==> src/rtl/crc8pre_pkg.sv <==
`default_nettype none

package crc8pre_pkg;

    localparam int unsigned PAYLOAD_DEPTH = 256;
    localparam int unsigned PAYLOAD_AW    = $clog2(PAYLOAD_DEPTH);

    localparam logic [7:0]  PREAMBLE      = 8'hFF;
    localparam logic [7:0]  CRC_INIT      = 8'hFF;
    localparam logic [7:0]  TYPE_RAISE    = 8'h80;
    localparam logic [8:0]  HDR_LEN       = 9'd4;
    localparam logic [7:0]  POLY_RESET    = 8'h31;
    localparam logic [15:0] TIMEOUT_RESET = 16'd10;

    localparam int unsigned CFG_DW = 16;

    typedef enum logic [0:0] {
        CFG_CRC_POLY      = 1'b0,
        CFG_TIMEOUT_TICKS = 1'b1
    } t_cfg_idx;

    typedef enum logic [1:0] {
        KIND_RX_BYTE = 2'd0,
        KIND_TICK    = 2'd1,
        KIND_OVERRUN = 2'd2,
        KIND_TX_RDY  = 2'd3
    } t_kind;

    typedef enum logic [2:0] {
        EV_TX       = 3'd0,
        EV_OK       = 3'd1,
        EV_CRC      = 3'd2,
        EV_TIMEOUT  = 3'd3,
        EV_OVERRUN  = 3'd4,
        EV_BUSY     = 3'd5
    } t_event;

    typedef struct packed {
        t_kind      kind;
        logic [7:0] rx_byte;
    } t_in_item;

    typedef struct packed {
        t_event     event_res;
        logic [7:0] tx_data;
        logic       tx_last;
    } t_out_item;

    // msb-first crc8 over one byte
    function automatic logic [7:0] crc8_step(
        input logic [7:0] crc,
        input logic [7:0] data,
        input logic [7:0] poly
    );
        logic [7:0] v;
        v = crc ^ data;
        for (int k = 0; k < 8; k++) begin
            if (v[7]) begin
                v = {v[6:0], 1'b0} ^ poly;
            end else begin
                v = {v[6:0], 1'b0};
            end
        end
        return v;
    endfunction

endpackage

`default_nettype wire

==> src/rtl/crc8_packet_receive_echo_core.sv <==
// channel   | valid/ready              | payload
// ----------+--------------------------+-----------------------------
// input     | i_in_valid / o_in_ready  | i_in  (kind, rx_byte)
// output    | o_out_valid / i_out_ready| o_out (event_res, tx_data, tx_last)
// config    | i_cfg_we (no ready)      | i_cfg_idx, i_cfg_wdata
//
// one beat accepted per cycle while o_in_ready is high; its result, if any, is in the output register next cycle
// the payload memory is read every cycle at the echo index that follows the current beat
// so the registered read data is ready when the next tx beat comes
// reset is synchronous and active low; no clearing pass is needed
// the input stalls only while a result waits and the output side is not ready
`default_nettype none

module crc8_packet_receive_echo_core (
    input  wire                        i_clk,
    input  wire                        i_rst_n,
    input  wire                        i_in_valid,
    output logic                       o_in_ready,
    input  crc8pre_pkg::t_in_item      i_in,
    output logic                       o_out_valid,
    input  wire                        i_out_ready,
    output crc8pre_pkg::t_out_item     o_out,
    input  wire                        i_cfg_we,
    input  wire  [0:0]                 i_cfg_idx,
    input  wire  [crc8pre_pkg::CFG_DW-1:0] i_cfg_wdata
);

    logic [7:0]  r_crc_poly;
    logic [15:0] r_timeout_ticks;

    logic        r_receiving,    n_receiving;
    logic [8:0]  r_rx_count,     n_rx_count;
    logic [7:0]  r_hdr_counter,  n_hdr_counter;
    logic [7:0]  r_hdr_type,     n_hdr_type;
    logic [7:0]  r_hdr_length,   n_hdr_length;
    logic [7:0]  r_rx_crc,       n_rx_crc;
    logic [15:0] r_time_left,    n_time_left;
    logic        r_echo_pending, n_echo_pending;
    logic [8:0]  r_tx_index,     n_tx_index;
    logic [7:0]  r_tx_crc,       n_tx_crc;

    logic        r_out_valid;
    crc8pre_pkg::t_out_item r_out;

    logic [7:0]  mem [crc8pre_pkg::PAYLOAD_DEPTH];
    logic [7:0]  r_rd_data;

    logic        in_fire;
    logic        res_valid;
    crc8pre_pkg::t_out_item res;
    logic        mem_we;
    logic [crc8pre_pkg::PAYLOAD_AW-1:0] wr_addr;
    logic [crc8pre_pkg::PAYLOAD_AW-1:0] rd_addr;
    logic [8:0]  end_cnt;
    logic [8:0]  rx_idx;
    logic [8:0]  rd_idx;
    logic [7:0]  tx_byte;
    logic [7:0]  b;

    assign o_in_ready  = !r_out_valid || i_out_ready;
    assign in_fire     = i_in_valid && o_in_ready;
    assign o_out_valid = r_out_valid;
    assign o_out       = r_out;

    assign b       = i_in.rx_byte;
    assign end_cnt = {1'b0, r_hdr_length} + crc8pre_pkg::HDR_LEN;
    assign rx_idx  = r_rx_count - crc8pre_pkg::HDR_LEN;
    assign wr_addr = rx_idx[crc8pre_pkg::PAYLOAD_AW-1:0];
    assign rd_idx  = n_tx_index - crc8pre_pkg::HDR_LEN;
    assign rd_addr = rd_idx[crc8pre_pkg::PAYLOAD_AW-1:0];

    always_comb begin
        unique case (r_tx_index)
            9'd0:    tx_byte = crc8pre_pkg::PREAMBLE;
            9'd1:    tx_byte = r_hdr_counter;
            9'd2:    tx_byte = r_hdr_type + crc8pre_pkg::TYPE_RAISE;
            9'd3:    tx_byte = r_hdr_length;
            default: tx_byte = r_rd_data;
        endcase
    end

    always_comb begin
        n_receiving    = r_receiving;
        n_rx_count     = r_rx_count;
        n_hdr_counter  = r_hdr_counter;
        n_hdr_type     = r_hdr_type;
        n_hdr_length   = r_hdr_length;
        n_rx_crc       = r_rx_crc;
        n_time_left    = r_time_left;
        n_echo_pending = r_echo_pending;
        n_tx_index     = r_tx_index;
        n_tx_crc       = r_tx_crc;
        res_valid      = 1'b0;
        res            = '{event_res: crc8pre_pkg::EV_TX, tx_data: 8'd0, tx_last: 1'b0};
        mem_we         = 1'b0;

        if (in_fire) begin
            unique case (i_in.kind)
                crc8pre_pkg::KIND_RX_BYTE: begin
                    if (r_echo_pending) begin
                        res_valid     = 1'b1;
                        res.event_res = crc8pre_pkg::EV_BUSY;
                    end else if (!r_receiving) begin
                        if (b == crc8pre_pkg::PREAMBLE) begin
                            n_receiving = 1'b1;
                            n_rx_crc    = crc8pre_pkg::crc8_step(crc8pre_pkg::CRC_INIT, b,
                                                                 r_crc_poly);
                            n_rx_count  = 9'd1;
                            n_time_left = r_timeout_ticks;
                        end
                    end else if (r_rx_count >= crc8pre_pkg::HDR_LEN &&
                                 r_rx_count >= end_cnt) begin
                        // crc byte closes the packet
                        n_receiving = 1'b0;
                        n_rx_count  = 9'd0;
                        n_rx_crc    = crc8pre_pkg::CRC_INIT;
                        n_time_left = 16'd0;
                        res_valid   = 1'b1;
                        if (b == r_rx_crc) begin
                            res.event_res  = crc8pre_pkg::EV_OK;
                            n_echo_pending = 1'b1;
                            n_tx_index     = 9'd0;
                            n_tx_crc       = crc8pre_pkg::CRC_INIT;
                        end else begin
                            res.event_res = crc8pre_pkg::EV_CRC;
                        end
                    end else begin
                        priority if (r_rx_count == 9'd1) begin
                            n_hdr_counter = b;
                        end else if (r_rx_count == 9'd2) begin
                            n_hdr_type = b;
                        end else if (r_rx_count == 9'd3) begin
                            n_hdr_length = b;
                        end else begin
                            mem_we = 1'b1;
                        end
                        n_rx_crc   = crc8pre_pkg::crc8_step(r_rx_crc, b, r_crc_poly);
                        n_rx_count = r_rx_count + 9'd1;
                    end
                end
                crc8pre_pkg::KIND_TICK: begin
                    if (r_receiving) begin
                        if (r_time_left <= 16'd1) begin
                            n_receiving   = 1'b0;
                            n_rx_count    = 9'd0;
                            n_rx_crc      = crc8pre_pkg::CRC_INIT;
                            n_time_left   = 16'd0;
                            res_valid     = 1'b1;
                            res.event_res = crc8pre_pkg::EV_TIMEOUT;
                        end else begin
                            n_time_left = r_time_left - 16'd1;
                        end
                    end
                end
                crc8pre_pkg::KIND_OVERRUN: begin
                    n_receiving   = 1'b0;
                    n_rx_count    = 9'd0;
                    n_rx_crc      = crc8pre_pkg::CRC_INIT;
                    n_time_left   = 16'd0;
                    res_valid     = 1'b1;
                    res.event_res = crc8pre_pkg::EV_OVERRUN;
                end
                crc8pre_pkg::KIND_TX_RDY: begin
                    if (r_echo_pending) begin
                        res_valid = 1'b1;
                        if (r_tx_index >= end_cnt) begin
                            res.tx_data    = r_tx_crc;
                            res.tx_last    = 1'b1;
                            n_echo_pending = 1'b0;
                            n_tx_index     = 9'd0;
                            n_tx_crc       = crc8pre_pkg::CRC_INIT;
                        end else begin
                            res.tx_data = tx_byte;
                            n_tx_crc    = crc8pre_pkg::crc8_step(r_tx_crc, tx_byte,
                                                                 r_crc_poly);
                            n_tx_index  = r_tx_index + 9'd1;
                        end
                    end
                end
                default: begin
                end
            endcase
        end
    end

    // payload memory: one write port, one registered read port
    always_ff @(posedge i_clk) begin
        if (mem_we) begin
            mem[wr_addr] <= b;
        end
        r_rd_data <= mem[rd_addr];
    end

    always_ff @(posedge i_clk) begin
        if (!i_rst_n) begin
            r_crc_poly      <= crc8pre_pkg::POLY_RESET;
            r_timeout_ticks <= crc8pre_pkg::TIMEOUT_RESET;
            r_receiving     <= 1'b0;
            r_rx_count      <= 9'd0;
            r_hdr_counter   <= 8'd0;
            r_hdr_type      <= 8'd0;
            r_hdr_length    <= 8'd0;
            r_rx_crc        <= crc8pre_pkg::CRC_INIT;
            r_time_left     <= 16'd0;
            r_echo_pending  <= 1'b0;
            r_tx_index      <= 9'd0;
            r_tx_crc        <= crc8pre_pkg::CRC_INIT;
            r_out_valid     <= 1'b0;
        end else begin
            if (i_cfg_we) begin
                unique case (crc8pre_pkg::t_cfg_idx'(i_cfg_idx))
                    crc8pre_pkg::CFG_CRC_POLY:      r_crc_poly      <= i_cfg_wdata[7:0];
                    crc8pre_pkg::CFG_TIMEOUT_TICKS: r_timeout_ticks <= i_cfg_wdata;
                    default: begin
                    end
                endcase
            end
            r_receiving    <= n_receiving;
            r_rx_count     <= n_rx_count;
            r_hdr_counter  <= n_hdr_counter;
            r_hdr_type     <= n_hdr_type;
            r_hdr_length   <= n_hdr_length;
            r_rx_crc       <= n_rx_crc;
            r_time_left    <= n_time_left;
            r_echo_pending <= n_echo_pending;
            r_tx_index     <= n_tx_index;
            r_tx_crc       <= n_tx_crc;
            if (in_fire) begin
                r_out_valid <= res_valid;
            end else if (i_out_ready) begin
                r_out_valid <= 1'b0;
            end
        end
    end

    always_ff @(posedge i_clk) begin
        if (in_fire && res_valid) begin
            r_out <= res;
        end
    end

    a_echo_excludes_rx: assert property (@(posedge i_clk) disable iff (!i_rst_n)
        r_echo_pending |-> !r_receiving)
        else $error("echo pending while receiving");

    a_idle_count_zero: assert property (@(posedge i_clk) disable iff (!i_rst_n)
        !r_receiving |-> (r_rx_count == 9'd0))
        else $error("rx count nonzero while hunting");

    a_last_is_tx: assert property (@(posedge i_clk) disable iff (!i_rst_n)
        (r_out_valid && r_out.tx_last) |-> (r_out.event_res == crc8pre_pkg::EV_TX))
        else $error("tx_last on a non tx beat");

    a_busy_drop: assert property (@(posedge i_clk) disable iff (!i_rst_n)
        (in_fire && i_in.kind == crc8pre_pkg::KIND_RX_BYTE && r_echo_pending)
        |=> (r_out_valid && r_out.event_res == crc8pre_pkg::EV_BUSY))
        else $error("byte during echo not flagged busy");

    a_tx_index_bound: assert property (@(posedge i_clk) disable iff (!i_rst_n)
        r_echo_pending |-> (r_tx_index <= end_cnt))
        else $error("echo index past packet end");

endmodule

`default_nettype wire
==> config.mk <==
export PLATFORM = sky130hd
export DESIGN_NAME = crc8_packet_receive_echo_core
export DESIGN_NICKNAME = d
export VERILOG_FILES = /design/src/rtl/crc8pre_pkg.sv /design/src/rtl/crc8_packet_receive_echo_core.sv
export SDC_FILE = /design/constraint.sdc
export NUM_CORES = 2
export LEC_CHECK = 0
export ABC_AREA = 0
export BUFFER_PORTS_ARGS = -buffer_cell sky130_fd_sc_hd__buf_2
export CAP_MARGIN = 10
export CELL_PAD_IN_SITES_DETAIL_PLACEMENT = 1
export CELL_PAD_IN_SITES_GLOBAL_PLACEMENT = 1
export CORE_ASPECT_RATIO = 2
export CORE_MARGIN = 2
export CORE_UTILIZATION = 39
export DETAILED_ROUTE_END_ITERATION = 8
export HOLD_SLACK_MARGIN = 0.02
export PLACE_DENSITY = 0.71
export SETUP_SLACK_MARGIN = 0.2
export SYNTH_ARGS = -nofsm -noshare
export SYNTH_HDL_FRONTEND = slang
export SYNTH_SLANG_ARGS = --single-unit
==> constraint.sdc <==
create_clock -name i_clk -period 6.1 [get_ports i_clk]
set_input_delay 1.22 -clock i_clk [delete_from_list [all_inputs] [get_ports i_clk]]
set_output_delay 1.22 -clock i_clk [all_outputs]
set_load 0.02 [all_outputs]
## Word-level counts from Yosys, hierarchy flattened

Memories as Yosys holds them, arrays and structs flattened. A register that Yosys moved wholly into a read port is not among the register bits.
Index checks and enable logic that the tools add are counted.

- Memories: 1
- Bits in registers: 113
- Latch bits: 0
- Output and inout bits: 14
- ROM bits: 0
- RAM bits: 2,048

- Muxes and demuxes: 202
- $mul: 0
- Div/mod/pow operators: 0
- Reductions and logical operators: 21
- Bitwise logic cells: 32
- Shift-type cells: 0
- $lt $le $gt $ge: 4
- Eq/ne operators: 20
- Add/subtract/negate cells: 7

Memory list:

| memory | words | bits a word | rd ports | clocked after memory_dff | write ports | RTL line | RTL |
|---|---|---|---|---|---|---|---|
| mem | 256 | 8 | 1 | 1 | 1 | crc8_packet_receive_echo_core.sv:45 | `logic [7:0] mem [crc8pre_pkg::PAYLOAD_DEPTH];` |

Operator list:

| kind | number |
|---|---|
| $mux W8 | 135 |
| $xor A8 B8 Y8 | 26 |
| $mux W9 | 13 |
| $mux W16 | 6 |
| $pmux W16 S3 | 1 |
| $eq A9 B2 Y1 const B | 4 |
| $mux W1 | 32 |
| $pmux W8 S4 | 1 |
| $pmux W9 S3 | 1 |
| $pmux W8 S3 | 1 |
| $add A9 B1 Y9 const B | 2 |
| $eq A9 B1 Y1 const B | 2 |
| $ge A9 B9 Y1 | 2 |
| $pmux W9 S2 | 1 |
| $reduce_and A6 Y1 | 3 |
| $le A16 B1 Y1 const B | 1 |
| $pmux W8 S2 | 1 |
| $sub A16 B1 Y16 const B | 1 |
| $sub A8 B3 Y8 const B | 2 |
| $ne A2 B2 Y1 const B | 7 |
| $reduce_and A7 Y1 | 2 |
| $mux W2 | 5 |
| $add A8 B3 Y9 const B | 1 |
| $ge A9 B3 Y1 const B | 1 |
| other kinds (23) | 35 |

## Logic depth before layout (Yosys ltp)

- Depth in word-level cells: 56
- Depth in mapped cells: 25
- Gate-level depth less buffers: 20

## Worst setup path after synthesis

OpenSTA, ideal clock, no wires.

- Kind: input to register
- Start point: in i_in[1] (netlist name)
- End point: reg r_rd_data[0], read port of mem
- Required time: 5.980 ns
- Path buffers: 6
- Arrival time: 6.224 ns
- Cell stages on the path: 22
- Setup slack: -0.244 ns
- Library setup time: 0.120 ns
- Cell sequence: clkbuf_1 xor2_1 or4_1 nor4_2 nand4_1 o31ai_2 nand2_1 nand2_1 nand2_1 inv_1 clkbuf_1 clkbuf_1 ha_1 clkbuf_1 inv_2 clkbuf_1 clkbuf_1 mux4_2 o22ai_1 o21ai_0 nand4_1 a211o_1

- Word-level cells in the longest chain between the ends: 8

Ends and longest elaborated chain:

| item | RTL line | RTL |
|---|---|---|
| from (decl) | crc8_packet_receive_echo_core.sv:19 | `input crc8pre_pkg::t_in_item i_in,` |
| $eq A8 B8 Y1 | crc8_packet_receive_echo_core.sv:119 | `if (b == r_rx_crc) begin` |
| $mux W9 | crc8_packet_receive_echo_core.sv:119 |  |
| $mux W9 | crc8_packet_receive_echo_core.sv:111 | `end else if (r_rx_count >= crc8pre_pkg::HDR_LEN &&` |
| $mux W9 | crc8_packet_receive_echo_core.sv:103 | `end else if (!r_receiving) begin` |
| $mux W9 | crc8_packet_receive_echo_core.sv:100 | `if (r_echo_pending) begin` |
| $pmux W9 S2 | crc8_packet_receive_echo_core.sv:98 | `unique case (i_in.kind)` |
| $mux W9 | crc8_packet_receive_echo_core.sv:97 | `if (in_fire) begin` |
| $sub A8 B3 Y8 | crc8_packet_receive_echo_core.sv:69 | `assign rd_idx = n_tx_index - crc8pre_pkg::HDR_LEN;` |
| to (decl) | crc8_packet_receive_echo_core.sv:46 | `logic [7:0] r_rd_data;` |

Every way passes these cells.
A chain may end at the register's enable or synchronous reset.

## Worst setup path in the final report

- Start point: reg r_rx_crc[1]
- End point: reg r_rd_data[6], read port of mem

- Word-level cells in the longest chain between the ends: 8

Ends and longest elaborated chain:

| item | RTL line | RTL |
|---|---|---|
| from (decl) | crc8_packet_receive_echo_core.sv:36 | `logic [7:0] r_rx_crc, n_rx_crc;` |
| from (signal assigned) | crc8_packet_receive_echo_core.sv:203 | `r_rx_crc <= crc8pre_pkg::CRC_INIT;` |
| from (signal assigned) | crc8_packet_receive_echo_core.sv:223 | `r_rx_crc <= n_rx_crc;` |
| $eq A8 B8 Y1 | crc8_packet_receive_echo_core.sv:119 |  |
| $mux W9 | crc8_packet_receive_echo_core.sv:119 |  |
| $mux W9 | crc8_packet_receive_echo_core.sv:111 |  |
| $mux W9 | crc8_packet_receive_echo_core.sv:103 |  |
| $mux W9 | crc8_packet_receive_echo_core.sv:100 |  |
| $pmux W9 S2 | crc8_packet_receive_echo_core.sv:98 |  |
| $mux W9 | crc8_packet_receive_echo_core.sv:97 |  |
| $sub A8 B3 Y8 | crc8_packet_receive_echo_core.sv:69 |  |

Every way passes these cells.

==> run summary <==
STATUS
---------------------------------------------------------------------------------------
Run status                                                                 finished clean

YOSYS
---------------------------------------------------------------------------------------
Yosys top cell area share                                                         0.683
Nets in the synthesized netlist                                                    6525
Cell Area, Synth                                                            90500 sq um
Top flip-flop cell by instance count after synthesis                       sky130_fd_sc_hd__edfxtp_1
Number of synthesized register bits                                                2169
Unique cell type count in the Yosys netlist                                          95
Yosys warns                                                                           0
Async SR Flop Fraction                                                                0
Number of cells produced by synthesis                                              6463
Synthesized area per cell                                                    14.0 sq um
Sequential-to-total area share from yosys stat                                    0.708
Most area-hungry cell type in the Yosys netlist                            sky130_fd_sc_hd__edfxtp_1
Biggest area contributors in the synthesized netlist                       sky130_fd_sc_hd__edfxtp_1, sky130_fd_sc_hd__nand2_1, sky130_fd_sc_hd__mux4_2
Number of enable flip-flop cells after synthesis                                   2060

PLACED DESIGN
---------------------------------------------------------------------------------------
Post-DP HPWL                                                               183000 microns
Routability-driven placement congestion ratio                                     0.878
# port buffers                                                                       45

DETAILED ROUTING
---------------------------------------------------------------------------------------
Residual DRC count                                                                    0
Detail-routed net length per standard cell                                 29.0 microns
Final wirelength                                                           286000 microns
Via/cell ratio                                                                     5.95
Number of violations reported at the end of detailed-routing iteration 0           6320
TritonRoute pass-1 iters                                                              6
Overall via count from detail_route                                               58.6k
Count of nets left with antenna violations after detail routing                       0

FLOORPLAN
---------------------------------------------------------------------------------------
Die height                                                                  685 microns
Std cell rows                                                                       250
Initial core utilization                                                          0.392
Area enclosed by the die boundary                                          236000 sq um
Width of the die                                                            345 microns
Total core area                                                            231000 sq um
Count of boundary I/O pins                                                           46

FINAL LAYOUT
---------------------------------------------------------------------------------------
Final core utilization                                                            0.448
Proportion of layout cells with a drive suffix above 1                            0.151
Leading cell type in the layout, fill and taps excluded                    sky130_fd_sc_hd__edfxtp_1
# nets final                                                                       6724
Synth-to-layout area growth                                                       14.3%
Number of inserted filler cells in the final layout                               23.1k
Commonest cells after routing, fill and taps aside                         sky130_fd_sc_hd__edfxtp_1, sky130_fd_sc_hd__nand2_1, sky130_fd_sc_hd__nand3_1

GRT
---------------------------------------------------------------------------------------
Leftover overflow at the end of global routing                                        0
Number of global-route vias before repair                                         60.2k
Global-route wire length before repair                                     418000 microns
Overall Global Routing Usage                                                      0.239
Antenna violations before repair                                                      5
Largest net degree at the start of global routing                                   165

STA
---------------------------------------------------------------------------------------
Slew margin rel.                                                                  0.219
Layout Skew                                                                     75.5 ps
Setup-failing EPs final                                                               0
Unrepaired setup endpoints after global routing                                   false
Summed negative setup slack over all endpoints                                     0 ps
Post-layout minimum cycle time                                                  5610 ps
Post-route clock period utilization                                               0.920
Worst Hold Slack                                                                 470 ps
Final-report hold violation count                                                     0
Actual transition at the worst max-transition pin                               1170 ps
Max Clock Freq                                                                  178 MHz
Max Slew Vio Count                                                                    0

PWR
---------------------------------------------------------------------------------------
Fraction of power spent switching nets                                            0.210
Power density relative to cell area                                         291 nW/um^2
Worst IR Drop VDD                                                              0.305 mV
Share of total power in combinational logic                                       0.033
Relative contribution of the clock network to total power                         0.425
Leak Pwr                                                                        34.8 nW
Switching power summed over all nets                                            6.32 mW
Int Power                                                                       23.8 mW
Sequential group share of total power                                             0.542

CTS
---------------------------------------------------------------------------------------
Cts bufs inserted                                                                   205
Clock tree root buffer cell                                                sky130_fd_sc_hd__clkbuf_16
Post-CTS Setup Repair Bufs                                                            0
Clock latency on the worst-skew pair                                             870 ps
Number of buffers added to fix hold violations after cts                              0
Maximum count of clock buffers along a single path                                    4
CTS clk-pin slew, worst paths                                                     70 ps
Clock tree from TritonCTS                                                          done
Depth of the CTS H-tree                                                               4
TritonCTS Sinks                                                                    2169
Cells resized by post-CTS repair                                                      0

WORST SETUP PATH
---------------------------------------------------------------------------------------
Crit start category                                                            register
Highest net fanout along the worst path                                              23
Required @ worst endpoint                                                       6830 ps
Worst EP arrival                                                                6350 ps
Classification of the worst setup path                                       reg -> reg
Start point of the critical path                                            r_rx_crc[1]
Crit Reg-Reg Startpoint                                                     r_rx_crc[1]
Critical Path End Type                                                         register

HOLD PATH
---------------------------------------------------------------------------------------
Class of the worst hold path                                                 reg -> reg
Hold Crit Start                                                            r_crc_poly[1]

FLOW RUN
---------------------------------------------------------------------------------------
Max-cap violations                                                                    0

registers in the layout, indices dropped and copies added, names as in the netlist, 9 cells and up:
register,flops
o_out,12
r_tx_index,9
r_timeout_ticks,16
r_time_left,16
r_rx_count,9
mem,2048
worst max-delay path: stages (launching register included):
cell                        delay [ps]
sky130_fd_sc_hd__dfxtp_1           570
sky130_fd_sc_hd__xor2_1            140
sky130_fd_sc_hd__or4_1             730
sky130_fd_sc_hd__nor4_4            350
sky130_fd_sc_hd__nand4_1           180
sky130_fd_sc_hd__o31ai_2           340
sky130_fd_sc_hd__buf_4             200
sky130_fd_sc_hd__nand2_2           100
sky130_fd_sc_hd__buf_4             210
sky130_fd_sc_hd__a21oi_4           240
sky130_fd_sc_hd__buf_12            270
sky130_fd_sc_hd__buf_12            230
sky130_fd_sc_hd__a21oi_2            50
sky130_fd_sc_hd__buf_4             250
sky130_fd_sc_hd__a32o_1            250
sky130_fd_sc_hd__a2111oi_0         420
sky130_fd_sc_hd__a311oi_1          100
sky130_fd_sc_hd__nor4_1            360
sky130_fd_sc_hd__buf_4             230
sky130_fd_sc_hd__nor4_1             60
sky130_fd_sc_hd__o31ai_1           220
final cells by class:
class / instances / area, sq um / share of cell area
Sequential cell: 2169 / 64000 / 0.619
Multi-Input combinational cell: 3808 / 24700 / 0.239
Clock buffer: 262 / 5510 / 0.0533
Timing Repair Buffer: 452 / 4260 / 0.0412
Tap cell: 3024 / 3780 / 0.0366
Clock inverter: 100 / 1040 / 0.0100
Inverter: 26 / 97.6 / 0.000943
Antenna cell: 8 / 20.0 / 0.000193
cells in the mapped netlist, drive strengths merged (9+ instances only):
cell type and instances:
a2111oi 10, a211oi 88, a21boi 31, a21o 11
a21oi 76, a221oi 15, a22o 10, a22oi 84
a311oi 82, a31oi 215, a32oi 18, and2 26
and3 136, buf 164, clkbuf 296, dfxtp 109
edfxtp 2060, ha 30, inv 25, mux2i 195
mux4 165, nand2 1170, nand2b 13, nand3 526
nand4 32, nor2 326, nor2b 48, nor3 37
nor4 19, o211a 15, o211ai 13, o21ai 89
o22ai 63, o31ai 9, or2 9, or4 12
xnor2 95, xnor3 11, xor2 33
power groups by stage:
stage | sequential (mW) | combinational, mW | clock, mW
floorplan | 16.6 | 0.503 | 0
global placement | 16.6 | 0.970 | 0
detailed placement | 16.6 | 0.998 | 0
CTS | 16.3 | 1.00 | 12.9
global route | 16.3 | 1.09 | 13.4
finish | 16.3 | 1.00 | 12.8
layer usage:
layer	routed length, microns	track usage	vias to the layer above
met5	0	0	-
met4	14100	0.105	0
met3	19400	0.0315	572
met2	140000	0.394	2430
met1	112000	0.313	30500
li1	-	-	25000
cells by family (layout without fill, tap and decap cells):
| logic type | after synthesis | count (layout) | share of synthesized area |
|---|---|---|---|
| buffers and inverters | 486 | 840 | 0.0223 |
| adder cells (fa/ha/maj) | 30 | 30 | 0.00415 |
| AO/OA/AOI/OAI | 893 | 893 | 0.0696 |
| multiplexers | 366 | 366 | 0.0634 |
| XOR/XNOR | 140 | 140 | 0.0164 |
| AND/OR/NAND/NOR | 2379 | 2379 | 0.117 |
| other | 0 | 8 | 0 |
| flip-flops | 2169 | 2169 | 0.708 |
per-stage QoR:
step | instance area (sq um) | instances | setup slack (ps) | power [mW]
6_report | 103000 | 9849 | 486 | 30.1
5_1_grt | 103000 | 9841 | 212 | 30.8
4_1_cts | 103000 | 9841 | 205 | 30.3
3_5_place_dp | 96800 | 9479 | -252 | 17.6
3_3_place_gp | 96800 | 9479 | -242 | 17.6
2_1_floorplan | 90500 | 6463 | 213 | 17.1
worst paths after layout:
check | cells after the start | end | slack, ps
setup / recovery | 20 | r_rd_data[6] | 490
hold / removal | 2 | r_crc_poly[1] | 470
setup reg to reg | 20 | r_rd_data[6] | 490
hold reg to reg | 2 | r_crc_poly[1] | 470
Power figures use the tool's default switching activity.
